===== src/sv/omwq_pkg.sv =====
// Shared constants and codes for the owned mutex with wait queue.
// Used by the top level and by its assertion checker; depends on nothing.
`default_nettype none

package omwq_pkg;

  localparam int WAIT_DEPTH = 8;
  localparam int CNT_W      = $clog2(WAIT_DEPTH + 1);
  localparam int IDX_W      = (WAIT_DEPTH > 1) ? $clog2(WAIT_DEPTH) : 1;
  localparam int WCNT_W     = (CNT_W > 4) ? CNT_W : 4;

  localparam int REQ_W   = 2;
  localparam int TASK_W  = 16;
  localparam int THR_W   = 8;
  localparam int ORDER_W = 8;
  localparam int STAT_W  = 3;
  localparam int WAITERS_W = 4;

  localparam int IN_DATA_W  = 32;
  localparam int OUT_DATA_W = 48;

  // Bit offsets of the result fields in m_tdata.
  localparam int OFS_STATUS  = 0;
  localparam int OFS_WARN    = 3;
  localparam int OFS_WVALID  = 4;
  localparam int OFS_WTASK   = 5;
  localparam int OFS_WTHR    = 21;
  localparam int OFS_NEWMAX  = 29;
  localparam int OFS_LOCKED  = 37;
  localparam int OFS_WAITERS = 38;
  localparam int OUT_USED_W  = 42;

  localparam logic [REQ_W-1:0] REQ_LOCK    = 2'd0;
  localparam logic [REQ_W-1:0] REQ_UNLOCK  = 2'd1;
  localparam logic [REQ_W-1:0] REQ_TRYLOCK = 2'd2;

  typedef enum logic [STAT_W-1:0] {
    ST_ACQUIRED      = 3'd0,
    ST_QUEUED        = 3'd1,
    ST_QUEUE_FULL    = 3'd2,
    ST_SELF_DEADLOCK = 3'd3,
    ST_RELEASED      = 3'd4,
    ST_NOT_LOCKED    = 3'd5,
    ST_NOT_OWNER     = 3'd6,
    ST_TRY_BUSY      = 3'd7
  } status_t;

endpackage

`default_nettype wire


===== src/sv/owned_mutex_with_wait_queue.sv =====
// Owned hardware mutex with a FIFO wait queue, stream in and stream out.
// Depends on omwq_pkg for widths, request codes and status codes.
`default_nettype none

// A request word passes the input register, then the result register (m_tdata).
// Throughput: one request per cycle unless the output stalls; from the input register,
//   one pass of compare and queue logic updates mutex state and the result register.
// Reset (rst, synchronous): mutex free, holder cleared, no waiters, rank 0,
//   both stages empty. Queue entries are not cleared; only entries below the
//   waiter count are ever read.
module owned_mutex_with_wait_queue (
  input  wire                                   clk,
  input  wire                                   rst,
  // configuration: mutex rank, zero disables order checks
  input  wire                                   rank_we,
  input  wire  [omwq_pkg::ORDER_W-1:0]          rank_wdata,
  // request words
  input  wire                                   s_tvalid,
  output logic                                  s_tready,
  // task_id [15:0], thread_id [23:16], max_order_held [31:24]
  input  wire  [omwq_pkg::IN_DATA_W-1:0]        s_tdata,
  // req_type [1:0]
  input  wire  [omwq_pkg::REQ_W-1:0]            s_tuser,
  // result words
  output logic                                  m_tvalid,
  input  wire                                   m_tready,
  // status [2:0], order_warning [3], woken_valid [4], woken_task [20:5],
  // woken_thread [28:21], new_max_order [36:29], is_locked [37],
  // waiters_now [41:38], zero [47:42]
  output logic [omwq_pkg::OUT_DATA_W-1:0]       m_tdata
);
  import omwq_pkg::*;

  // Configuration register.
  logic [ORDER_W-1:0] mutex_rank;

  // Input register stage.
  logic               in_vld;
  logic [REQ_W-1:0]   in_req;
  logic [TASK_W-1:0]  in_task;
  logic [THR_W-1:0]   in_thread;
  logic [ORDER_W-1:0] in_maxh;

  // Mutex state.
  logic               held;
  logic [TASK_W-1:0]  holder_task;
  logic [THR_W-1:0]   holder_thread;
  logic [CNT_W-1:0]   waiter_count;
  logic [TASK_W-1:0]  queued_tasks   [WAIT_DEPTH];
  logic [THR_W-1:0]   queued_threads [WAIT_DEPTH];

  // Output register stage.
  logic               out_vld;
  logic [OUT_DATA_W-1:0] out_data;
  logic [OUT_DATA_W-1:0] result_word;

  // Per-request decisions.
  logic               advance;
  logic               is_owner;
  logic               order_hit;
  logic [ORDER_W-1:0] acq_max;
  status_t            status;
  logic               warn;
  logic [ORDER_W-1:0] new_max;
  logic               held_next;
  logic [TASK_W-1:0]  holder_task_next;
  logic [THR_W-1:0]   holder_thread_next;
  logic               push;
  logic               pop;
  logic [CNT_W-1:0]   waiter_count_next;
  logic [TASK_W-1:0]  woken_task;
  logic [THR_W-1:0]   woken_thread;
  logic [WCNT_W-1:0]  waiters_wide;
  logic [IDX_W-1:0]   tail_idx;

  // Move the input word on when the result register is free or being drained.
  assign advance  = in_vld && (!out_vld || m_tready);
  assign s_tready = !in_vld || advance;
  assign m_tvalid = out_vld;
  assign m_tdata  = out_data;

  assign is_owner  = held && (holder_task == in_task) && (holder_thread == in_thread);
  assign order_hit = (mutex_rank != '0) && (in_maxh >= mutex_rank);
  assign acq_max   = (in_maxh > mutex_rank) ? in_maxh : mutex_rank;
  assign tail_idx  = waiter_count[IDX_W-1:0];

  always_comb begin
    status             = ST_TRY_BUSY;
    warn               = 1'b0;
    new_max            = in_maxh;
    held_next          = held;
    holder_task_next   = holder_task;
    holder_thread_next = holder_thread;
    push               = 1'b0;
    pop                = 1'b0;
    case (in_req)
      REQ_LOCK: begin
        if (is_owner) begin
          // Owner locking again: report and leave everything alone.
          status = ST_SELF_DEADLOCK;
        end else begin
          warn = order_hit;
          if (held) begin
            if (waiter_count < CNT_W'(WAIT_DEPTH)) begin
              push   = 1'b1;
              status = ST_QUEUED;
            end else begin
              status = ST_QUEUE_FULL;
            end
          end else begin
            held_next          = 1'b1;
            holder_task_next   = in_task;
            holder_thread_next = in_thread;
            new_max            = acq_max;
            status             = ST_ACQUIRED;
          end
        end
      end
      REQ_UNLOCK: begin
        if (!held) begin
          status = ST_NOT_LOCKED;
        end else if (!is_owner) begin
          status = ST_NOT_OWNER;
        end else begin
          held_next          = 1'b0;
          holder_task_next   = '0;
          holder_thread_next = '0;
          // Drop the system maximum when this mutex was the one setting it.
          if ((mutex_rank != '0) && (in_maxh == mutex_rank)) begin
            new_max = '0;
          end
          pop    = (waiter_count != '0);
          status = ST_RELEASED;
        end
      end
      default: begin
        // Trylock, and the unused request code decoded the same way.
        if (!held) begin
          held_next          = 1'b1;
          holder_task_next   = in_task;
          holder_thread_next = in_thread;
          new_max            = acq_max;
          status             = ST_ACQUIRED;
        end
      end
    endcase
  end

  always_comb begin
    waiter_count_next = waiter_count;
    if (push) begin
      waiter_count_next = waiter_count + CNT_W'(1);
    end else if (pop) begin
      waiter_count_next = waiter_count - CNT_W'(1);
    end
  end

  assign woken_task   = pop ? queued_tasks[0]   : '0;
  assign woken_thread = pop ? queued_threads[0] : '0;
  assign waiters_wide = WCNT_W'(waiter_count_next);

  // Pack the result fields, padding bits held at zero.
  always_comb begin
    result_word                              = '0;
    result_word[OFS_STATUS +: STAT_W]        = status;
    result_word[OFS_WARN]                    = warn;
    result_word[OFS_WVALID]                  = pop;
    result_word[OFS_WTASK +: TASK_W]         = woken_task;
    result_word[OFS_WTHR +: THR_W]           = woken_thread;
    result_word[OFS_NEWMAX +: ORDER_W]       = new_max;
    result_word[OFS_LOCKED]                  = held_next;
    result_word[OFS_WAITERS +: WAITERS_W]    = waiters_wide[WAITERS_W-1:0];
  end

  always_ff @(posedge clk) begin
    if (rst) begin
      mutex_rank <= '0;
    end else if (rank_we) begin
      mutex_rank <= rank_wdata;
    end
  end

  // Input register: take a new word whenever the stage is empty or moving on.
  always_ff @(posedge clk) begin
    if (rst) begin
      in_vld <= 1'b0;
    end else if (s_tready) begin
      in_vld <= s_tvalid;
    end
  end

  always_ff @(posedge clk) begin
    if (s_tvalid && s_tready) begin
      in_req    <= s_tuser;
      in_task   <= s_tdata[15:0];
      in_thread <= s_tdata[23:16];
      in_maxh   <= s_tdata[31:24];
    end
  end

  // Mutex state advances once per request, as the request leaves the input stage.
  always_ff @(posedge clk) begin
    if (rst) begin
      held          <= 1'b0;
      holder_task   <= '0;
      holder_thread <= '0;
      waiter_count  <= '0;
    end else if (advance) begin
      held          <= held_next;
      holder_task   <= holder_task_next;
      holder_thread <= holder_thread_next;
      waiter_count  <= waiter_count_next;
    end
  end

  // Wait queue: push at the tail, pop by shifting every entry toward the head.
  always_ff @(posedge clk) begin
    if (advance && push) begin
      queued_tasks[tail_idx]   <= in_task;
      queued_threads[tail_idx] <= in_thread;
    end else if (advance && pop) begin
      for (int i = 0; i < WAIT_DEPTH - 1; i++) begin
        queued_tasks[i]   <= queued_tasks[i + 1];
        queued_threads[i] <= queued_threads[i + 1];
      end
    end
  end

  // Result register: hold while stalled, load the fresh result on advance.
  always_ff @(posedge clk) begin
    if (rst) begin
      out_vld <= 1'b0;
    end else if (advance) begin
      out_vld <= 1'b1;
    end else if (m_tready) begin
      out_vld <= 1'b0;
    end
  end

  always_ff @(posedge clk) begin
    if (advance) begin
      out_data <= result_word;
    end
  end

endmodule

`default_nettype wire


===== config.mk =====
export PLATFORM = sky130hd
export DESIGN_NAME = owned_mutex_with_wait_queue
export DESIGN_NICKNAME = d
export VERILOG_FILES = /design/src/sv/omwq_pkg.sv /design/src/sv/owned_mutex_with_wait_queue.sv
export SDC_FILE = /design/constraint.sdc
export NUM_CORES = 1
export LEC_CHECK = 0
export BUFFER_PORTS_ARGS = -buffer_cell sky130_fd_sc_hd__buf_2
export CAP_MARGIN = 20
export CORE_UTILIZATION = 46
export DETAILED_ROUTE_END_ITERATION = 10
export HOLD_SLACK_MARGIN = 0.06
export SKIP_CTS_REPAIR_TIMING = 1
export SLEW_MARGIN = 0
export SYNTH_ARGS = -nofsm -noshare
export SYNTH_HDL_FRONTEND = slang
export SYNTH_SLANG_ARGS = --single-unit

===== constraint.sdc =====
create_clock -name clk -period 10.2 [get_ports clk]
set_input_delay 0.51 -clock clk [delete_from_list [all_inputs] [get_ports clk]]
set_output_delay 0.51 -clock clk [all_outputs]
set_load 0.01 [all_outputs]

=== After elaboration in Yosys (flattened, before gate mapping) ===
Memories as Yosys holds them, arrays and structs flattened. A register that Yosys moved wholly into a read port is not among the register bits.
Cells that the tools add are included.

* Input port bits: 47
* Bits in writable memories: 192
* Word-level logic and storage cells: 100
* Register bits after elaboration: 91
* Output and inout bits: 50
* Memories: 2

* Bitwise operators: 1
* Multiplexer cells: 50
* Magnitude comparators: 3
* Reduce and logical (&&, ||, !) cells: 22
* Add/sub/neg operators: 2
* Eq/ne operators: 7

{| class="wikitable"
|+ Memory list
! name !! words !! width !! rd ports !! clocked after memory_dff !! wr ports !! RTL line !! source
|-
| queued_tasks || 8 || 16 || 8 || 1 || 7 || owned_mutex_with_wait_queue.sv:49 || <nowiki>logic [TASK_W-1:0] queued_tasks [WAIT_DEPTH];</nowiki>
|-
| queued_threads || 8 || 8 || 8 || 1 || 7 || owned_mutex_with_wait_queue.sv:50 || <nowiki>logic [THR_W-1:0] queued_threads [WAIT_DEPTH];</nowiki>
|}

{| class="wikitable"
|+ Operator list
! operator !! count
|-
| $mux W8 || 11
|-
| $mux W16 || 5
|-
| $pmux W16 S2 || 1
|-
| $pmux W8 S2 || 2
|-
| $mux W1 || 19
|-
| $eq A16 B16 Y1 || 1
|-
| $eq A8 B8 Y1 || 2
|-
| $reduce_or A16 Y1 || 1
|-
| $mux W3 || 5
|-
| $ge A8 B8 Y1 || 1
|-
| $gt A8 B8 Y1 || 1
|-
| $logic_and A1 B1 Y1 || 8
|-
| $mux W4 || 2
|-
| $reduce_bool A8 Y1 || 1
|-
| $reduce_or A8 Y1 || 1
|-
| $mux W2 || 3
|-
| $ne A2 B2 Y1 const B || 3
|-
| $pmux W3 S2 || 1
|-
| $add A4 B1 Y4 const B || 1
|-
| $logic_not A1 Y1 || 4
|-
| $lt A4 B4 Y1 const B || 1
|-
| $reduce_and A4 Y1 || 1
|-
| $reduce_bool A4 Y1 || 1
|-
| $sub A4 B1 Y4 const B || 1
|-
| 7 further kinds || 8
|}

=== Longest topological paths before layout ===
Gate-level depths: netlist of run 1.

* Depth in word-level cells: 12
* Mapped depth: 9
* Depth with buffers taken out: 8

=== Worst setup path after synthesis of run 1 ===
OpenSTA, ideal clock, no wires.

* Path type: input-to-reg
* From: in m_tready
* To: mem queued_tasks[1][0], enable pin
* Data required time: 9,727 ps
* Path buffers: 1
* Cell stages on the path: 6
* Setup slack: 5,559 ps
* Setup time: 473 ps
* Data arrival time: 4,168 ps
* Cells stage by stage: nor2b_1 -> nand2b_1 -> buf_2 -> inv_2 -> nand2_1 -> o41ai_1

{| class="wikitable"
|+ RTL lines
! item !! RTL line !! source
|-
| start: declaration || owned_mutex_with_wait_queue.sv:26 || <nowiki>input wire m_tready,</nowiki>
|-
| end: declaration || owned_mutex_with_wait_queue.sv:49 ||
|}

==> results.sh, run 1 <==
export IMPL_fmax_ghz=0.257
export IMPL_finalMaxSlewViolations=0
export IMPL_vias_per_cell=5.14
export IMPL_synth_edf_count=268
export IMPL_portBuffers=90
export IMPL_vias=7303
export IMPL_htreeDepth=1
export IMPL_die_y_um=166
export IMPL_grt_usage_pct=17.8
export IMPL_synth_top_family_by_area="compound AO/OA/AOI/OAI gates"
export IMPL_synthFlopType="edfxtp_1"
export IMPL_start_kind="flip-flop"
export IMPL_gp_congestion=0.740
export IMPL_dp_cells=1364
export IMPL_r2r_slack_ps=6310
export IMPL_syn_inst=969
export IMPL_synth_area_leaders="edfxtp_1, dfxtp_1, o21ai_0, inv_1, xnor2_1"
export IMPL_dr_pass1_iters=8
export IMPL_synth_seq_cells=307
export IMPL_syn_to_final_growth_pct=14.8
export IMPL_grt_ovfl_total=0
export IMPL_layout_cells_non_filler=1422
export IMPL_crit_buf_inv=4
export IMPL_yosysMostFrequentCell="edfxtp_1"
export IMPL_fin_crit_ps=3890
export IMPL_grt_setup_unrepaired="no"
export IMPL_grt_pass1_wl_mm=38.8
export IMPL_ant_nets=0
export IMPL_yosysWarnings=0
export IMPL_cp_end_kind="flip-flop"
export IMPL_layout_drive_gt1_share_pct=16.7
export IMPL_synth_compound_area_share_pct=11.2
export IMPL_ios=97
export IMPL_yosysTopAreaCellShare_pct=65.0
export IMPL_cts_tree="done"
export IMPL_cts_root_buffer="clkbuf_16"
export IMPL_grt_max_degree=118
export IMPL_post_route_period_util_pct=38.1
export IMPL_timing_final_ws_setup_ps=6310
export IMPL_power_density_nw_per_um2=184
export IMPL_muxShareOfSynthArea_pct=1.08
export IMPL_cp_top_family="buffers and inverters"
export IMPL_slew_headroom_pct=29.2
export IMPL_crit_slowest_cell="buf_4"
export IMPL_synth_common_cells="edfxtp_1, inv_1, o21ai_0, dfxtp_1, nand2_1"
export IMPL_finish_utilization_pct=54.2
export IMPL_post_drt_wl_per_cell_um=17.3
export IMPL_crit_cells=9
export IMPL_whs_path_depth=1
export IMPL_ir_drop_uv=124
export IMPL_clkTransAtPathRegs_ps=60
export IMPL_coreArea_um2=26200
export IMPL_synth_distinct_cells=53
export IMPL_top_layer_used="met4"
export IMPL_design_area_um2=14200
export IMPL_critPathMaxStageDelay_ps=810
export IMPL_reg2reg_depth=9
export IMPL_n_fill_cell=2232
export IMPL_grt_pass1_vias=7039
export IMPL_setup_viol_count_final=0
export IMPL_met2_length_mm=11.5
export IMPL_die_w_um=166
export IMPL_initial_utilization_pct=47.2
export IMPL_cap_violations=0
export IMPL_die_area_um2=27600
export IMPL_n_antenna_cell=0
export IMPL_synth_top_area_cell="edfxtp_1"
export IMPL_cts_path_max_buffers=3
export IMPL_tightest_slew_ps=1060
export IMPL_synthesis_area_um2=12400
export IMPL_cts_buffers=31
export IMPL_cp_arrival_ps=4280
export IMPL_cp_common_cell="buf_4"
export IMPL_detailed_place_hpwl_mm=14.9
export IMPL_power_leakage_uw=0.00565
export IMPL_fp_row_count=59
export IMPL_fin_worst_skew_ps=21.6
export IMPL_final_nets=1119
export IMPL_worstSetupPathType="flip-flop to flip-flop"
export IMPL_drc=10
export IMPL_path_cells="nor2b_1 > nand2b_1 > inv_2 > buf_4 > nand3_4 > buf_4 > buf_4 > nand2_1 > o21ai_1"
export IMPL_wl_met3_mm=1.18
export IMPL_cts_num_sinks=307
export IMPL_dp_slack_ps=6040
export IMPL_drt_met1_wl_mm=11.4
export IMPL_synthAdderAreaFrac_pct=1.01
export IMPL_hold_viol=0
export IMPL_synthSimpleGateAreaFrac_pct=6.10
export IMPL_synthXorXnorAreaFrac_pct=1.84
export IMPL_antenna_found_initial=1
export IMPL_synthArstFlopShare_pct=0
export IMPL_cp_required_ps=10600
export IMPL_drt_wl_total_mm=24.5
export IMPL_clkLatencyLatePin_ps=560
export IMPL_multi_input_area_um2=2740
export IMPL_critical_path_peak_fanout=117
export IMPL_setup_tns_ps=0
export IMPL_violations="DRC"
export IMPL_ys_seq_area_share_pct=71.4
export IMPL_drtIter0Drc=644
export IMPL_hp_class="primary input to flip-flop"
export IMPL_regArea_um2=8830
export IMPL_placed_cell_area_um2=13200
export IMPL_run_status="finished, violations left"
export IMPL_syn_area_per_cell_um2=12.8
## sequential cells by signal (all words and copies together), names as in the netlist, 8 cells and up
signal / count
in_maxh: 8
queued_tasks: 128
m_tdata: 42
in_thread: 8
in_task: 16
queued_threads: 64
mutex_rank: 8
holder_task: 16
holder_thread: 8
## power breakdown
part	total, µW	internal, µW	switching (µW)
combinational	111	44.9	66.1
clock	1090	630	460
sequential	1410	1390	19.0
## per-stage QoR
step	power, µW	hold slack, ps
final	2610	118
after global routing	2700	92.3
after CTS	2640	91.7
after detailed placement	1550	477
after global placement	1550	477
after floorplan	1510	460
## placed cells by master (no fill, tap or decap), types with 2 or more instances in the layout
cell type / instances
edfxtp_1: 268
inv_1: 180
o21ai_0: 141
buf_2: 90
dfxtp_1: 39
nand2_1: 38
nor2_1: 32
clkbuf_16: 31
o21ai_1: 30
xnor2_1: 26
and3_1: 25
a22o_1: 24
buf_4: 11
mux2i_1: 10
ha_1: 10
nor3_1: 9
a21oi_1: 9
a31o_2: 9
clkbuf_1: 9
nand2b_1: 8
clkbuf_8: 8
nand4_1: 6
conb_1: 6
nand3_1: 5
and2_1: 5
a21o_1: 4
nor2_4: 4
o21a_1: 3
mux2_2: 3
nor4_1: 3
clkbuf_4: 3
clkinv_2: 3
nor2b_1: 2
a31oi_1: 2
o211ai_1: 2
o31ai_4: 2
nor3_2: 2
clkinv_1: 2
## path summary, 6_finish.rpt
kind | end | start
worst min register to register | holder_task[6] | holder_task[6]
worst max-delay path | queued_tasks[5][4] | m_tvalid
worst min-delay path | in_thread[4] | s_tdata[20]
worst max register to register | queued_tasks[5][4] | m_tvalid
## cells by family after synthesis
kind of cell | count (synthesis)
buf+inv | 228
xor+xnor | 26
flops | 307
fa+ha+maj | 10
simple gates | 148
compound gates | 236
mux | 13
other cells | 1
## cell type report
type                    instances  area share, %
well taps                     335           2.95
flip-flops and latches        307           62.2
repair buffers                102           3.83
clock inverters                 7          0.361
clock buffers                  51           6.63
inverters                     181           4.78
multi-input cells             439           19.3
## metal layers
metal,up-vias,GRT usage (%)
met1,3543,25.3
li1,3561,-
met3,29,2.79
met5,-,0
met2,170,28.7
met4,0,4.67
No activity file was read; power rests on OpenSTA's default activity.
==> run 2, diff against run 1 <==
- clock period: 10.2 -> 4 ns (I/O delays scaled with it)
==> results.sh, run 2 (synthesis gave the netlist of run 1 again) <==
export IMPL_placed_cell_area_um2=13300
export IMPL_ant_nets=0
export IMPL_grt_max_degree=90
export IMPL_worstSetupStartpoint="waiter_count[0]"
export IMPL_layout_common_cells="edfxtp_1, inv_1, o21ai_0"
export IMPL_finalMaxSlewViolations=0
export IMPL_final_nets=1168
export IMPL_clkLatencyLatePin_ps=560
export IMPL_cts_path_max_buffers=3
export IMPL_cp_top_family="simple AND/OR/NAND/NOR gates"
export IMPL_clkTransAtPathRegs_ps=60
export IMPL_cp_end_kind="flip-flop"
export IMPL_top_register="queued_tasks"
export IMPL_cts_num_sinks=307
export IMPL_drt_wl_total_mm=24.4
export IMPL_largest_register_ffs=128
export IMPL_vias_per_cell=4.97
export IMPL_grt_pass1_vias=6789
export IMPL_coreArea_um2=26200
export IMPL_hp_class="primary input to flip-flop"
export IMPL_fp_row_count=59
export IMPL_worstSetupPathType="flip-flop to flip-flop"
export IMPL_final_common_cell="edfxtp_1"
export IMPL_grt_ovfl_total=0
export IMPL_run_status="finished, violations left"
export IMPL_critPathMaxStageDelay_ps=530
export IMPL_post_route_period_util_pct=81.0
export IMPL_setup_viol_count_final=0
export IMPL_r2r_start="waiter_count[0]"
export IMPL_post_drt_wl_per_cell_um=16.6
export IMPL_die_w_um=166
export IMPL_grt_pass1_wl_mm=37.4
export IMPL_grt_usage_pct=17.4
export IMPL_worstHoldStart="rank_we"
export IMPL_htreeDepth=1
export IMPL_vias=7317
export IMPL_timing_rr_end="queued_threads[2][4]"
export IMPL_power_leakage_uw=0.00589
export IMPL_drtIter0Drc=588
export IMPL_design_area_um2=14700
export IMPL_violations="DRC"
export IMPL_ios=97
export IMPL_gp_congestion=0.808
export IMPL_drc=8
export IMPL_whs_path_depth=3
export IMPL_min_to="mutex_rank[7]"
export IMPL_crit_slowest_cell="dfxtp_1"
export IMPL_start_kind="flip-flop"
export IMPL_cts_buffers=31
export IMPL_n_antenna_cell=0
export IMPL_cap_violations=0
export IMPL_initial_utilization_pct=47.2
export IMPL_slew_headroom_pct=57.2
export IMPL_cts_tree="done"
export IMPL_detailed_place_hpwl_mm=14.9
export IMPL_critical_path_peak_fanout=24
export IMPL_fmax_ghz=0.309
export IMPL_die_area_um2=27600
export IMPL_antenna_found_initial=0
export IMPL_fin_crit_ps=3240
export IMPL_fin_worst_skew_ps=13.4
export IMPL_setup_tns_ps=0
export IMPL_reg2reg_depth=9
export IMPL_layout_drive_gt1_share_pct=16.7
export IMPL_cp_arrival_ps=3450
export IMPL_tightest_slew_ps=641
export IMPL_hold_viol=0
export IMPL_die_y_um=166
export IMPL_grt_setup_unrepaired="no"
export IMPL_path_cells="inv_1 > ha_1 > a21oi_1 > nor4b_4 > buf_4 > and2_1 > a21oi_1 > nor2_2 > buf_4"
export IMPL_cp_required_ps=4210
export IMPL_cts_root_buffer="clkbuf_16"
export IMPL_dr_pass1_iters=8
export IMPL_syn_to_final_growth_pct=19.2
export IMPL_ir_drop_uv=337
export IMPL_holdWs_ps=69.5
export IMPL_power_density_nw_per_um2=464
export IMPL_r2r_slack_ps=760
export IMPL_portBuffers=90
export IMPL_crit_buf_inv=3
[run 2: changes by cell type in the layout (fill, tap and decap cells not counted), moves of 2 or more]
cell / change
clkbuf_8: -4
clkbuf_1: -2
inv_6: +2
clkinv_2: +5
clkinv_1: -2
dlygate4sd3_1: +45
buf_4: +3
clkbuf_4: -3
nor2_2: +4
buf_12: +2
nor2_4: -4
bufinv_16: +3
[run 2: worst max-delay path by stage]
stage               cells after the start                   end  slack [ps]
finish                                  9  queued_threads[2][4]         760
global placement                        7    queued_tasks[6][1]         750
detailed placement                      7    queued_tasks[5][1]         720
floorplan                               6    queued_tasks[3][0]          90
CTS                                     7    queued_tasks[5][1]         720
global route                            9  queued_threads[0][6]         550
[run 2: routing by layer]
metal	global-route usage [%]	routed length, µm	part of all wire [%]
met1	23.7	11100	45
met3	2.84	1050	4.3
met2	28.7	11800	48
met4	4.96	430	1.8
met5	0	0	0
[run 2: stage by stage]
step	power (µW)	setup slack (ps)	instances	utilization [%]
2_1_floorplan	3840	92.2	974	-
3_3_place_gp	3950	748	1368	50.6
3_5_place_dp	3950	723	1368	50.6
4_1_cts	6870	718	1426	54.6
5_1_grt	7070	549	1471	56.3
6_report	6840	762	1471	56.3
[run 2: report_power, final]
group	switching [µW]	internal (µW)
Sequential	43.6	3550
Combinational	182	143
Clock	1190	1740
[run 2: worst min-delay path: cells and delay by family]
kind | cells | cell delay [ps]
and+or+nand+nor | 1 | 70
buffers and inverters | 1 | 180
muxes | 1 | 140
[run 2: cell type report]
cell class	instances	area, µm²
clock buffer	43	882
clock inverter	15	164
fill	2163	11500
inverter	181	679
multi-input combinational	439	2730
sequential	307	8830
tap	335	419
timing repair buffer	151	1050
